## src/drrs_ram.sv

```systemverilog
// generic simple dual port ram with registered read
module drrs_ram #(
  parameter int unsigned WIDTH = 4,
  parameter int unsigned DEPTH = 1024
) (
  input  logic                     clk_i,
  input  logic                     we_i,
  input  logic [$clog2(DEPTH)-1:0] waddr_i,
  input  logic [WIDTH-1:0]         wdata_i,
  input  logic [$clog2(DEPTH)-1:0] raddr_i,
  output logic [WIDTH-1:0]         rdata_o
);

  logic [WIDTH-1:0] mem_q [DEPTH];

  // write port
  always_ff @(posedge clk_i) begin
    if (we_i) begin
      mem_q[waddr_i] <= wdata_i;
    end
  end

  // registered read port
  always_ff @(posedge clk_i) begin
    rdata_o <= mem_q[raddr_i];
  end

endmodule

```

## config.mk

```make
export PLATFORM = sky130hd
export DESIGN_NAME = drrs_ram
export DESIGN_NICKNAME = d
export VERILOG_FILES = /design/src/drrs_ram.sv
export SDC_FILE = /design/constraint.sdc
export NUM_CORES = 2
export LEC_CHECK = 0
export BUFFER_PORTS_ARGS = -buffer_cell sky130_fd_sc_hd__buf_2
export CAP_MARGIN = 10
export CORE_UTILIZATION = 40
export CTS_BUF_LIST = sky130_fd_sc_hd__clkbuf_8
export DETAILED_ROUTE_END_ITERATION = 12
export HOLD_SLACK_MARGIN = 0.08
export PLACE_DENSITY_LB_ADDON = 0.05
export RECOVER_POWER = 25
export SETUP_SLACK_MARGIN = 0.4
export SLEW_MARGIN = 20
export SYNTH_ARGS = -nofsm -noshare
export SYNTH_HDL_FRONTEND = slang
export SYNTH_SLANG_ARGS = --single-unit
```

## constraint.sdc

```tcl
create_clock -name clk_i -period 4.55 [get_ports clk_i]
set_clock_uncertainty 0.2 [all_clocks]
set_input_delay 0.455 -clock clk_i [delete_from_list [all_inputs] [get_ports clk_i]]
set_output_delay 0.455 -clock clk_i [all_outputs]
set_load 0.05 [all_outputs]
```

==> flow_summary.ini <==
[timing]
finalMaxSlewViolations = 1347
relSlewSlack_pct = -110.8
final-setup-viol-count = 0
hold_viol_final = 0
period_minus_slack_ps = 4205
min_period_over_period_pct = 92.41
clock.fmax_mhz = 237.8
tightest_slew_ps = 3163
final.setup.worst_slack_ps = 345.2
rsz0062_at_grt = false

[yosys]
yosys_warnings = 0
synth_edf_count = 4096
synthFlopType = edfxtp_1
yosys-top-cells-count = edfxtp_1 (4096), nor2_1 (1103), mux4_2 (875)
yosysMostFrequentCell = edfxtp_1
syn_nets = 8316
synth_seq_cells = 4100
synth_cells = 8290
yosys.area.top_type = edfxtp_1
synthTopCellsByArea = edfxtp_1 (76%), mux4_2 (12%), mux2i_1 (2.8%), nor2_1 (2.6%), o221ai_1 (0.91%)
synth_top_area_share_pct = 75.88
ys_seq_area_share_pct = 75.93
synthArstFlopShare_pct = 0
netlist_area_um2 = 162100
ys_types = 76
syn_avg_cell_area_um2 = 19.55

[place]
placed_cells = 13660
dp_hpwl_um = 323800
globalplace.congestion = 0.8206
place_ws_ps = -248.6
port_buffers = 29

[global_routing]
gr-total-overflow = 0
grt_pass1_wl_um = 719800
grt_util_all_layers_pct = 25.29
grt_max_degree = 174
grt_antenna_before_repair = 56
grt_pass1_vias = 88620

[die]
start_util_pct = 40.20
core_area_um2 = 403200
die_h_um = 638.6
placementRows = 233
die_area_um2 = 407800
io_pins = 30
fp.dieW_um = 638.6

[route]
wirelength_um = 521200
vias = 86160
drt_iter0_markers = 9968
viasPerCell = 5.758
drt_first_pass_iters = 7
antenna_left = 0
wl_per_cell_um = 34.83
drc = 0

[clock_network]
cts_sinks = 4100
htreeDepth = 6
insertion_delay_ps = 1270
cts_buffer_depth = 4
cts_tree = yes
root_buffer = clkbuf_8
clkTransAtPathRegs_ps = 60
postCtsSetupBuffers = 0
cts_inserted_buffers = 693

[critical_path]
worstPathMaxFanout = 96
max_stage_delay_ps = 1530
r2r_slack_ps = 490
rr_startpoint = mem_q[27][0]$_DFFE_PP_
critPathSlowestCell = buf_2
critPathKind = primary input to flop
worstPathRequired_ps = 5120
reg2reg_depth = 12
endpoint_kind = flop
critPathLaunchType = primary input
crit_top_cell = clkbuf_1
crit_arrival_ps = 4770
crit_chain = dlygate4sd3_1 > clkbuf_1 > clkbuf_1 > buf_2
regToRegEndpoint = rdata_o[0]$_DFF_P_

[layout]
drive_gt1_share_pct = 24.97
nets = 9011
area_growth_pct = 13.90
fin_cells = 14960

[pwr]
ir_worst_vdd_v = 0.0002388
leakage_nw = 58.17
p_per_area_nw_per_um2 = 418.2

[worst_hold_path]
hp-start = waddr_i[6]
hold_end = mem_q[782][1]$_DFFE_PP_
hold_path_depth = 5
hold_path_class = primary input to flop

[job]
drv_cap = 17

[outcome]
status = finished, violations left
violations = max-capacitance violations, max-slew violations
stage by stage:
stage	power, mW	instance area (um2)	setup TNS (ps)	utilization [%]	hold WS, ps
after CTS	77.89	184900	0	45.86	80.08
after global placement	46.80	171700	-2704	42.58	707.2
after global routing	79.48	184600	0	45.78	143.7
after detailed placement	46.84	171800	-248.6	42.61	711.1
after floorplan	44.45	162100	0	-	353.9
final	77.20	184600	0	45.79	221.2
worst max-delay path, delay by kind of cell:
family | cells | cell delay [ps]
buffers and inverters | 4 | 4160
registers in the layout (all words and copies together) (netlist names):
name / count
rdata_o: 4
mem_q: 4096
worst max path at each step:
| stage | depth (start not counted) | endpoint | startpoint |
|---|---|---|---|
| floorplan | 12 | rdata_o[2]$_DFF_P_ | raddr_i[0] |
| global placement | 9 | rdata_o[0]$_DFF_P_ | raddr_i[0] |
| detailed placement | 12 | rdata_o[1]$_DFF_P_ | raddr_i[0] |
| CTS | 15 | rdata_o[0]$_DFF_P_ | raddr_i[2] |
| global route | 4 | mem_q[716][1]$_DFFE_PP_ | wdata_i[1] |
| finish | 4 | mem_q[241][1]$_DFFE_PP_ | wdata_i[1] |
per-layer routing:
metal / wire length [um] / vias up / GRT usage, %
met5: 41 / - / 0
met1: 217700 / 46450 / 35.03
met4: 15110 / 6 / 7.295
li1: - / 35480 / -
met3: 37010 / 744 / 4.516
met2: 251400 / 3480 / 41.07
power breakdown:
part,leakage [nW],switching [mW],internal (mW)
logic,14.0,2.93,1.46
clock network,7.30,15.3,15.9
registers,36.8,0.0379,41.6
total,58.2,18.2,59.0
cell type report:
type | count | area (um2)
antenna | 28 | 70.07
sequential | 4100 | 123100
fill | 34330 | 218600
multi-input combinational | 3593 | 36390
tap | 5405 | 6763
inverter | 6 | 38.79
timing repair buffer | 591 | 5525
clock inverter | 531 | 3024
clock buffer | 708 | 9744
repair_timing:
| action | CTS | global route |
|---|---|---|
| hold buffers | 32 | 0 |
| setup endpoints to repair | 0 | 2 |
| endpoints found under the hold margin | 4572 | 0 |
| resized for setup | 0 | 2 |
layout by cell type, fill, tap and decap left out, types with 30 or more instances in the layout:
cell type and count:
edfxtp_1 4096, nor2_1 1098, mux4_2 875, clkbuf_8 708
mux2i_1 461, buf_4 400, inv_1 209, o221ai_1 168
clkinv_1 168, nand2_1 161, a21oi_1 129, nor3_1 96
buf_12 92, clkinv_2 90, o22ai_1 89, a22oi_1 80
o21ai_0 66, nand3_1 38, dlygate4sd3_1 30
kinds of logic after synthesis:
kind of cell	synth area share (%)
multiplexers	15.16
flip-flops	75.93
buffers and inverters	1.963
AO/OA/AOI/OAI	2.959
AND/OR/NAND/NOR	3.986
Note: power is estimated with default switching activity, not from simulation.
