`config.mk`:
```
export PLATFORM = sky130hd
export DESIGN_NAME = drrs_core
export DESIGN_NICKNAME = d
export VERILOG_FILES = /design/src/drrs_pkg.sv /design/src/drrs_core.sv
export SDC_FILE = /design/constraint.sdc
export NUM_CORES = 1
export LEC_CHECK = 0
export ABC_CLOCK_PERIOD_IN_PS = 5200
export BUFFER_PORTS_ARGS = -buffer_cell sky130_fd_sc_hd__buf_2
export CORE_MARGIN = 2
export CORE_UTILIZATION = 45
export DETAILED_ROUTE_END_ITERATION = 12
export PLACE_DENSITY = 0.74
export SYNTH_ARGS = -nofsm -noshare
export SYNTH_HDL_FRONTEND = slang
export SYNTH_SLANG_ARGS = --single-unit
```
`constraint.sdc`:
```
create_clock -name clk_i -period 5.2 [get_ports clk_i]
set_input_delay 1.04 -clock clk_i [delete_from_list [all_inputs] [get_ports clk_i]]
set_output_delay 1.04 -clock clk_i [all_outputs]
set_load 0.005 [all_outputs]
```
`src/drrs_pkg.sv`:
```
// shared types, codes and helpers for the digit rotate range sum store
package drrs_pkg;

  localparam int unsigned DIGIT_W = 4;
  localparam int unsigned SUM_W   = 14;
  localparam int unsigned POS_W   = 11;
  localparam int unsigned LEN_W   = 11;

  // marks a position that was never loaded
  localparam logic [DIGIT_W-1:0] EMPTY_CODE = 4'hF;
  localparam logic [DIGIT_W-1:0] RADIX      = 4'd10;

  typedef enum logic [1:0] {
    ACT_LOAD   = 2'd0,
    ACT_QUERY  = 2'd1,
    ACT_ROTATE = 2'd2,
    ACT_NONE   = 2'd3
  } action_e;

  typedef enum logic [2:0] {
    ST_CLEAR,
    ST_IDLE,
    ST_SCAN,
    ST_FLUSH,
    ST_OUT
  } state_e;

  // reduce a 4-bit value to a decimal digit
  function automatic logic [DIGIT_W-1:0] dec_digit(input logic [DIGIT_W-1:0] v);
    dec_digit = (v >= RADIX) ? v - RADIX : v;
  endfunction

  // add two decimal digits mod 10
  function automatic logic [DIGIT_W-1:0] dec_add(input logic [DIGIT_W-1:0] x,
                                                 input logic [DIGIT_W-1:0] y);
    logic [DIGIT_W:0] s;
    s = {1'b0, x} + {1'b0, y};
    dec_add = (s >= {1'b0, RADIX}) ? DIGIT_W'(s - {1'b0, RADIX}) : s[DIGIT_W-1:0];
  endfunction

endpackage

```
`src/drrs_core.sv`:
```
// sequencer and shared digit adder that sweeps the digit store
module drrs_core #(
  parameter int unsigned MAX_POSITIONS = 1024,
  parameter int unsigned AW            = 10
) (
  input  logic                           clk_i,
  input  logic                           rst_ni,
  input  logic [drrs_pkg::LEN_W-1:0]     len_i,
  input  logic                           in_valid_i,
  output logic                           in_ready_o,
  input  drrs_pkg::action_e              action_i,
  input  logic [drrs_pkg::POS_W-1:0]     first_i,
  input  logic [drrs_pkg::POS_W-1:0]     last_i,
  input  logic [drrs_pkg::DIGIT_W-1:0]   digit_i,
  input  logic [drrs_pkg::DIGIT_W-1:0]   amount_i,
  output logic                           out_valid_o,
  input  logic                           out_ready_i,
  output logic [drrs_pkg::SUM_W-1:0]     digit_sum_o,
  output logic                           ram_we_o,
  output logic [AW-1:0]                  ram_waddr_o,
  output logic [drrs_pkg::DIGIT_W-1:0]   ram_wdata_o,
  output logic [AW-1:0]                  ram_raddr_o,
  input  logic [drrs_pkg::DIGIT_W-1:0]   ram_rdata_i
);
  import drrs_pkg::*;

  localparam int unsigned CW = (AW + 2 > POS_W) ? AW + 2 : POS_W;
  localparam logic [CW-1:0] MAX_C = CW'(MAX_POSITIONS);
  localparam logic [AW-1:0] LAST_ADDR = AW'(MAX_POSITIONS - 1);

  state_e               state_q, state_d;
  action_e              act_q, act_d;
  logic [AW-1:0]        ptr_q, ptr_d;
  logic [AW-1:0]        end_q, end_d;
  logic                 pend_q, pend_d;
  logic [AW-1:0]        pend_addr_q, pend_addr_d;
  logic [DIGIT_W-1:0]   amt_q, amt_d;
  logic [SUM_W-1:0]     acc_q, acc_d;
  logic                 out_valid_q, out_valid_d;
  logic [SUM_W-1:0]     out_data_q, out_data_d;

  logic [CW-1:0]        len_raw, len_c, first_c, last_c, a_c, b_c;
  logic [DIGIT_W-1:0]   amt_in;

  // clip the range to the positions in use
  always_comb begin
    len_raw = CW'(len_i);
    if (len_raw == '0) begin
      len_c = CW'(1);
    end else if (len_raw > MAX_C) begin
      len_c = MAX_C;
    end else begin
      len_c = len_raw;
    end
    first_c = CW'(first_i);
    last_c  = CW'(last_i);
    a_c     = (first_c == '0) ? CW'(1) : first_c;
    b_c     = (last_c > len_c) ? len_c : last_c;
    amt_in  = dec_digit(amount_i);
  end

  // state and datapath registers
  always_ff @(posedge clk_i or negedge rst_ni) begin
    if (!rst_ni) begin
      state_q     <= ST_CLEAR;
      ptr_q       <= '0;
      pend_q      <= 1'b0;
      out_valid_q <= 1'b0;
    end else begin
      state_q     <= state_d;
      ptr_q       <= ptr_d;
      pend_q      <= pend_d;
      out_valid_q <= out_valid_d;
    end
  end

  always_ff @(posedge clk_i) begin
    act_q       <= act_d;
    end_q       <= end_d;
    pend_addr_q <= pend_addr_d;
    amt_q       <= amt_d;
    acc_q       <= acc_d;
    out_data_q  <= out_data_d;
  end

  // sequencer
  always_comb begin
    state_d     = state_q;
    act_d       = act_q;
    ptr_d       = ptr_q;
    end_d       = end_q;
    pend_d      = 1'b0;
    pend_addr_d = pend_addr_q;
    amt_d       = amt_q;
    acc_d       = acc_q;
    out_valid_d = out_valid_q && !out_ready_i;
    out_data_d  = out_data_q;
    in_ready_o  = 1'b0;
    ram_we_o    = 1'b0;
    ram_waddr_o = pend_addr_q;
    ram_wdata_o = EMPTY_CODE;
    ram_raddr_o = ptr_q;

    // retire the digit read last cycle through the shared adder
    if (pend_q && ram_rdata_i != EMPTY_CODE) begin
      acc_d = acc_q + SUM_W'(ram_rdata_i);
      if (act_q == ACT_ROTATE) begin
        ram_we_o    = 1'b1;
        ram_waddr_o = pend_addr_q;
        ram_wdata_o = dec_add(ram_rdata_i, amt_q);
      end
    end

    unique case (state_q)
      ST_CLEAR: begin
        ram_we_o    = 1'b1;
        ram_waddr_o = ptr_q;
        ram_wdata_o = EMPTY_CODE;
        ptr_d       = ptr_q + 1'b1;
        if (ptr_q == LAST_ADDR) begin
          ptr_d   = '0;
          state_d = ST_IDLE;
        end
      end
      ST_IDLE: begin
        in_ready_o = 1'b1;
        if (in_valid_i) begin
          act_d   = action_i;
          acc_d   = '0;
          amt_d   = amt_in;
          ptr_d   = AW'(a_c - CW'(1));
          end_d   = AW'(b_c - CW'(1));
          state_d = ST_OUT;
          case (action_i)
            ACT_LOAD: begin
              if (first_c != '0 && first_c <= len_c) begin
                ram_we_o    = 1'b1;
                ram_waddr_o = AW'(first_c - CW'(1));
                ram_wdata_o = dec_digit(digit_i);
              end
            end
            ACT_QUERY: begin
              if (a_c <= b_c) begin
                state_d = ST_SCAN;
              end
            end
            ACT_ROTATE: begin
              if (a_c <= b_c && amt_in != '0) begin
                state_d = ST_SCAN;
              end
            end
            default: ;
          endcase
        end
      end
      ST_SCAN: begin
        ram_raddr_o = ptr_q;
        pend_d      = 1'b1;
        pend_addr_d = ptr_q;
        ptr_d       = ptr_q + 1'b1;
        if (ptr_q == end_q) begin
          state_d = ST_FLUSH;
        end
      end
      ST_FLUSH: begin
        state_d = ST_OUT;
      end
      ST_OUT: begin
        if (!out_valid_q || out_ready_i) begin
          out_valid_d = 1'b1;
          out_data_d  = (act_q == ACT_QUERY) ? acc_q : '0;
          state_d     = ST_IDLE;
        end
      end
      default: state_d = ST_IDLE;
    endcase
  end

  assign out_valid_o = out_valid_q;
  assign digit_sum_o = out_data_q;

endmodule

```
==> results of run 1 <==
==> cell usage after synthesis (all sizes together), types with 3 or more instances <==
cell type	number	area share, %
nor4	8	1.1
edfxtp	40	23
a221o	8	1.5
dfrtp	15	7.2
buf	5	0.57
inv	32	2.3
o21ai	29	2.8
nand2	33	2.4
o211ai	7	1.0
nor3	23	2.3
nor2	39	2.8
ha	52	12
nor3b	4	0.57
nand4	12	1.5
a31oi	8	0.95
o32ai	5	0.83
and2	15	1.8
xnor2	35	5.8
dfxtp	14	5.3
nor2b	12	1.4
clkbuf	21	1.9
mux2i	8	1.5
a21o	10	1.4
nand3	16	1.6
o21a	5	0.72
a22o	7	1.2
a21oi	38	3.7
a211oi	4	0.67
xor2	13	2.2
or3	5	0.60
and3	11	1.3
o32a	5	0.95
o221ai	3	0.50
==> layout by cell type (no fill, tap or decap), drive strengths merged, types with 2 or more instances in the layout <==
master and n:
a211oi 4, a21o 10, a21oi 38, a221o 8
a22o 7, a31oi 8, and2 15, and3 11
buf 96, bufinv 2, clkbuf 10, clkinv 2
dfrtp 15, dfxtp 14, edfxtp 40, fa 2
ha 52, inv 33, mux2i 8, nand2 33
nand2b 2, nand3 16, nand4 12, nor2 39
nor2b 12, nor3 23, nor3b 4, nor4 8
o211ai 7, o21a 5, o21ai 29, o221ai 3
o32a 5, o32ai 5, or3 5, or4 2
xnor2 35, xor2 13
==> worst max-delay path: stages <==
cell      delay (ns)
buf_2           0.16
inv_1           0.35
ha_1            0.32
and3_1          0.21
a221oi_1        0.32
nand2_1         0.11
o22a_1          0.30
buf_4           0.23
o32a_1          0.36
o21a_1          0.11
buf_2           0.12
==> power by group through the flow <==
stage | clock (W) | sequential [W] | combinational (W)
CTS | 0.000658 | 0.000835 | 0.000876
finish | 0.000644 | 0.000837 | 0.000879
detailed placement | 0 | 0.000845 | 0.000871
global route | 0.000679 | 0.000856 | 0.000982
floorplan | 0 | 0.000783 | 0.000646
global placement | 0 | 0.000840 | 0.000840
==> metrics by stage <==
step	cell area (sq um)	total power, W	hold slack [ns]	util [%]	setup WS [ns]
3_5_place_dp	5790	0.00172	0.476	50.7	0.321
2_1_floorplan	5250	0.00143	0.448	-	0.540
4_1_cts	6100	0.00237	0.484	53.4	0.525
3_3_place_gp	5790	0.00168	0.464	50.7	0.477
5_1_grt	6100	0.00252	0.497	53.4	0.247
6_report	6100	0.00236	0.486	53.4	0.514
==> state kept, by name, summed over array words and instances, names as in the netlist <==
signal	cells
pend_q	1
pend_addr_q	10
end_q	10
acc_q	14
state_q	3
amt_q	4
ram_raddr_o	10
out_valid_o	1
act_q	2
digit_sum_o	14
==> kinds of logic after synthesis <==
| kind of cell | after synthesis | share of synthesized area, % |
|---|---|---|
| buffers and inverters | 59 | 4.94 |
| muxes | 9 | 1.74 |
| AOI/OAI and AO/OA | 138 | 17.7 |
| adders and majority gates | 54 | 13.2 |
| xor gates and xnor gates | 48 | 8.01 |
| and+or+nand+nor | 188 | 19.1 |
| DFF | 69 | 35.4 |
==> area by class of cell <==
type / count / area (sq um)
Multi-Input combinational cell: 437 / 3140
Clock buffer: 10 / 229
Clock inverter: 6 / 86.3
Tap cell: 143 / 179
Timing Repair Buffer: 96 / 493
Sequential cell: 69 / 1860
Inverter: 32 / 120
Fill cell: 1047 / 5320
==> per-layer routing <==
metal / up-vias / part of all wire [%] / wire length (um)
li1: 2248 / - / -
met4: 0 / 2.1 / 279
met5: - / 0 / 0
met3: 21 / 5.1 / 683
met2: 143 / 46 / 6150
met1: 2188 / 46 / 6170
==> worst paths after layout <==
check	start	to	cells past startpoint
worst max-delay path	len_i[10]	ram_waddr_o[4]	11
worst min-delay path	acc_q[0]	acc_q[0]	2
worst max register to register	ram_raddr_o[0]	ram_raddr_o[7]	7
worst min register to register	acc_q[0]	acc_q[0]	2
max in group asynchronous	rst_ni	state_q[2]	1
min in group asynchronous	rst_ni	ram_raddr_o[1]	1
==> flow_metrics.py, run 1 <==
metrics = {
    "finish": {
        "final_cells": 793,
        "diodes": 0,
        "drive_above_1_share_pct": 19.2,
        "syn_to_final_growth_pct": 16.3,
        "nets": 750,
    },
    "power": {
        "power_switching_w": 0.000858,
        "power_frac_clock_pct": 27.3,
        "switching_share_pct": 36.4,
        "power_frac_seq_pct": 35.5,
        "internal-power_w": 0.00150,
        "combPwrFrac_pct": 37.2,
        "powerDensity_nw_per_um2": 387,
        "p_leak_nw": 2.57,
        "ir_drop_uv": 188,
    },
    "detailed_routing": {
        "drtAntennaViolNets": 0,
        "drcViolationCount": 0,
        "drt_iter0_drc": 251,
        "routed_wl_mm": 13.3,
        "drt_pre_antenna_iters": 4,
        "routedWlPerCell_um": 16.7,
        "routed-via-count": 4600,
        "via_per_inst": 5.80,
    },
    "critical_path": {
        "worstPathRequired_ns": 4.16,
        "crit_fanout": 14,
        "crit_type": "primary input to output port",
        "r2r_slack_ns": 2.65,
        "cp-start-kind": "primary input",
        "end_kind": "output port",
        "arrival_ns": 3.65,
    },
    "synthesis": {
        "avgSynthCellArea_sq_um": 9.29,
        "synthCells": 565,
        "ys_async_sr_fraction_pct": 21.7,
        "ys.flop_type": "edfxtp_1",
        "syn_nets": 670,
        "synth_edf_count": 40,
        "synth_cell_types": 68,
        "syn_area_sq_um": 5250,
        "seq_area_frac_synth_pct": 35.4,
        "ys.warnings.count": 0,
        "ys_ff_latch": 69,
    },
    "timing": {
        "fmaxAchievable_ghz": 0.213,
        "slew_viol_final": 0,
        "rsz0062_at_grt": "no",
        "min_period_over_period_pct": 90.1,
        "setup_viol": 0,
        "finalCriticalPeriod_ns": 4.69,
        "relSlewSlack_pct": 22.7,
        "final.setup.tns_ns": 0,
        "hold_viol": 0,
        "tightestPinTransition_ns": 1.16,
        "fin_skew_ns": 0.00523,
    },
    "clocking": {
        "clock-sinks": 69,
        "postCtsHoldBufs": 0,
        "h-tree-depth": 3,
        "cts-root-buf": "clkbuf_16",
        "cts_setup_buffers": 0,
        "clock_latency_ns": 0.33,
        "cts_resized": 0,
        "cts.clk_slew.worst_paths_ns": 0.06,
        "cts_tree": "yes",
        "cts_made_buffers": 9,
        "clock_path_buffers": 2,
    },
    "global_route": {
        "use_met1_pct": 29.3,
        "grt_overflow": 0,
        "grt_pass1_wl_mm": 22.1,
        "grt_start_max_net_pins": 32,
        "grt_use_total_pct": 21.7,
        "grtUsageMet3_pct": 2.94,
        "grtUsageMet2_pct": 35.7,
        "grt-busiest-layer": "met2",
        "grt_pass1_vias": 4447,
        "antenna_found_initial": 0,
    },
    "placement": {
        "dp_hpwl_mm": 10.5,
        "place_congestion": 0.859,
        "placed_cells": 777,
        "io_buffers": 91,
    },
    "floorplan": {
        "dieHeight_um": 112,
        "row_count": 39,
        "ios": 92,
        "die_area_sq_um": 12500,
        "die_x_um": 112,
        "core_area_sq_um": 11400,
        "start_util_pct": 46.0,
    },
    "outcome": {
        "status": "finished clean",
    },
    "hold_path": {
        "hp-class": "flip-flop to flip-flop",
    },
    "flow_run": {
        "cap_violations": 0,
    },
}
Power figures use the tool's default switching activity.
==> inputs of run 2 (changes only) <==
==> constraint.sdc (replaced) <==
create_clock -name clk_i -period 5.2 [get_ports clk_i]
set_input_delay 0.26 -clock clk_i [delete_from_list [all_inputs] [get_ports clk_i]]
set_output_delay 0.26 -clock clk_i [all_outputs]
set_load 0.005 [all_outputs]
==> flow_metrics.py, run 2 (synthesis gave the netlist of run 1 again) <==
metrics = {
    "power": {
        "p_leak_nw": 2.57,
        "power_frac_seq_pct": 35.3,
        "power_frac_clock_pct": 27.8,
        "switching_share_pct": 36.9,
        "internal-power_w": 0.00150,
        "powerDensity_nw_per_um2": 389,
        "p_total_w": 0.00238,
        "combPwrFrac_pct": 36.9,
        "power_switching_w": 0.000877,
        "ir_drop_uv": 216,
    },
    "floorplan": {
        "start_util_pct": 46.0,
        "dieHeight_um": 112,
        "die_area_sq_um": 12500,
        "row_count": 39,
        "ios": 92,
        "die_x_um": 112,
        "core_area_sq_um": 11400,
    },
    "global_route": {
        "grt_pass1_vias": 4517,
        "grt_start_max_net_pins": 32,
        "grt_use_total_pct": 22.0,
        "grt_overflow": 0,
        "grt_pass1_wl_mm": 22.1,
        "antenna_found_initial": 0,
    },
    "timing": {
        "slew_viol_final": 0,
        "hold_viol": 0,
        "rsz0062_at_grt": "no",
        "min_period_over_period_pct": 73.2,
        "final.setup.tns_ns": 0,
        "fin_skew_ns": 0.00498,
        "relSlewSlack_pct": 20.2,
        "fmaxAchievable_ghz": 0.263,
        "setup_viol": 0,
        "tightestPinTransition_ns": 1.19,
        "finalCriticalPeriod_ns": 3.81,
    },
    "critical_path": {
        "arrival_ns": 4.01,
        "path_delay_family": "compound AO/OA/AOI/OAI gates",
        "cp-start-kind": "primary input",
        "rr_worst_depth": 7,
        "worstPathRequired_ns": 5.41,
        "slowest_stage": "a31oi_2",
        "crit_chain": "buf_2, nor3_1, and2_1, a21oi_1, nor2_1, ha_1, nand4_1, nor2_1, a31oi_2, buf_4, mux2i_1, ha_1, a21o_1, a21oi_1, o211ai_1, o21ai_0, a22o_1, a41oi_1",
        "cp.buffers_inverters": 2,
        "end_kind": "flip-flop",
        "crit_fanout": 21,
        "crit_type": "primary input to flip-flop",
        "cp.depth": 18,
        "max_stage_delay_ns": 0.38,
    },
    "clocking": {
        "clock_latency_ns": 0.34,
        "cts_setup_buffers": 0,
        "clock_path_buffers": 2,
        "cts_made_buffers": 9,
        "h-tree-depth": 3,
        "cts_tree": "yes",
        "clock-sinks": 69,
        "cts.clk_slew.worst_paths_ns": 0.06,
        "cts-root-buf": "clkbuf_16",
    },
    "finish": {
        "syn_to_final_growth_pct": 16.4,
        "diodes": 0,
        "multi_input_area_sq_um": 3140,
        "filler_cell_count": 1050,
        "final_cell_mix": "91 x buf_2, 52 x ha_1, 40 x edfxtp_1, 38 x nor2_1, 37 x a21oi_1",
        "nets": 749,
        "final_common_cell": "buf_2",
        "drive_above_1_share_pct": 19.1,
        "seqCellArea_sq_um": 1860,
    },
    "detailed_routing": {
        "drtAntennaViolNets": 0,
        "routedWlPerCell_um": 17.5,
        "drt_iter0_drc": 255,
        "drt_pre_antenna_iters": 5,
        "drcViolationCount": 0,
        "routed_wl_mm": 13.9,
        "via_per_inst": 5.94,
        "routed-via-count": 4703,
    },
    "placement": {
        "dp_hpwl_mm": 10.7,
        "io_buffers": 91,
        "place_congestion": 0.942,
    },
    "hold_path": {
        "hp-class": "primary input to flip-flop",
        "whs_path_depth": 1,
    },
    "outcome": {
        "status": "finished clean",
    },
    "flow_run": {
        "cap_violations": 0,
    },
}
[run 2: cell count changes in the layout (fill, tap and decap cells not counted)]
cell	change
buf_4	-2
clkinv_4	+2
clkbuf_1	-1
clkinv_2	-1
dlygate4sd3_1	+1
[run 2: final timing paths]
path,from,slack [ns],endpoint
max in group asynchronous,rst_ni,4.57,ram_raddr_o[7]
hold / removal,action_i[0],0.14,act_q[0]
setup reg to reg,ram_raddr_o[0],2.57,ram_raddr_o[2]
hold reg to reg,acc_q[0],0.49,acc_q[0]
setup / recovery,len_i[7],1.39,state_q[2]
min in group asynchronous,rst_ni,0.36,ram_raddr_o[1]
[run 2: timing repair]
item                                   CTS  global route
hold buffers                             1             0
gates resized for setup                  0             0
endpoints found under the hold margin   15             0
[run 2: area by class of cell]
class                   instances  share of cell area (%)
flip-flops and latches         69                    30.4
clock inverters                 7                    1.62
inverters                      32                    1.97
well taps                     143                    2.93
repair buffers                 95                    7.99
clock buffers                   9                    3.69
multi-input cells             437                    51.4
[run 2: power groups by stage]
stage	combinational (W)	sequential, W	clock (W)
after CTS	0.000877	0.000835	0.000665
after floorplan	0.000646	0.000783	0
after global placement	0.000838	0.000842	0
after global routing	0.000975	0.000854	0.000689
after detailed placement	0.000871	0.000846	0
final	0.000877	0.000840	0.000660
[run 2: routing by layer]
layer | GRT usage (%) | vias up | part of all wire [%]
met5 | 0 | - | 0
met4 | 8.94 | 0 | 2.4
met3 | 3.59 | 29 | 6.3
met2 | 36.8 | 163 | 47
met1 | 28.4 | 2264 | 44
li1 | - | 2247 | -
[run 2: stage by stage]
step	instance area, sq um	instances	worst slack, ns	utilization, %	hold WS [ns]
floorplan	5250	565	1.32	-	-0.0356
global placement	5770	775	1.24	50.5	0.193
detailed placement	5770	775	1.08	50.5	0.189
CTS	6110	792	1.41	53.5	0.126
global route	6110	792	1.01	53.5	0.131
finish	6110	792	1.39	53.5	0.135
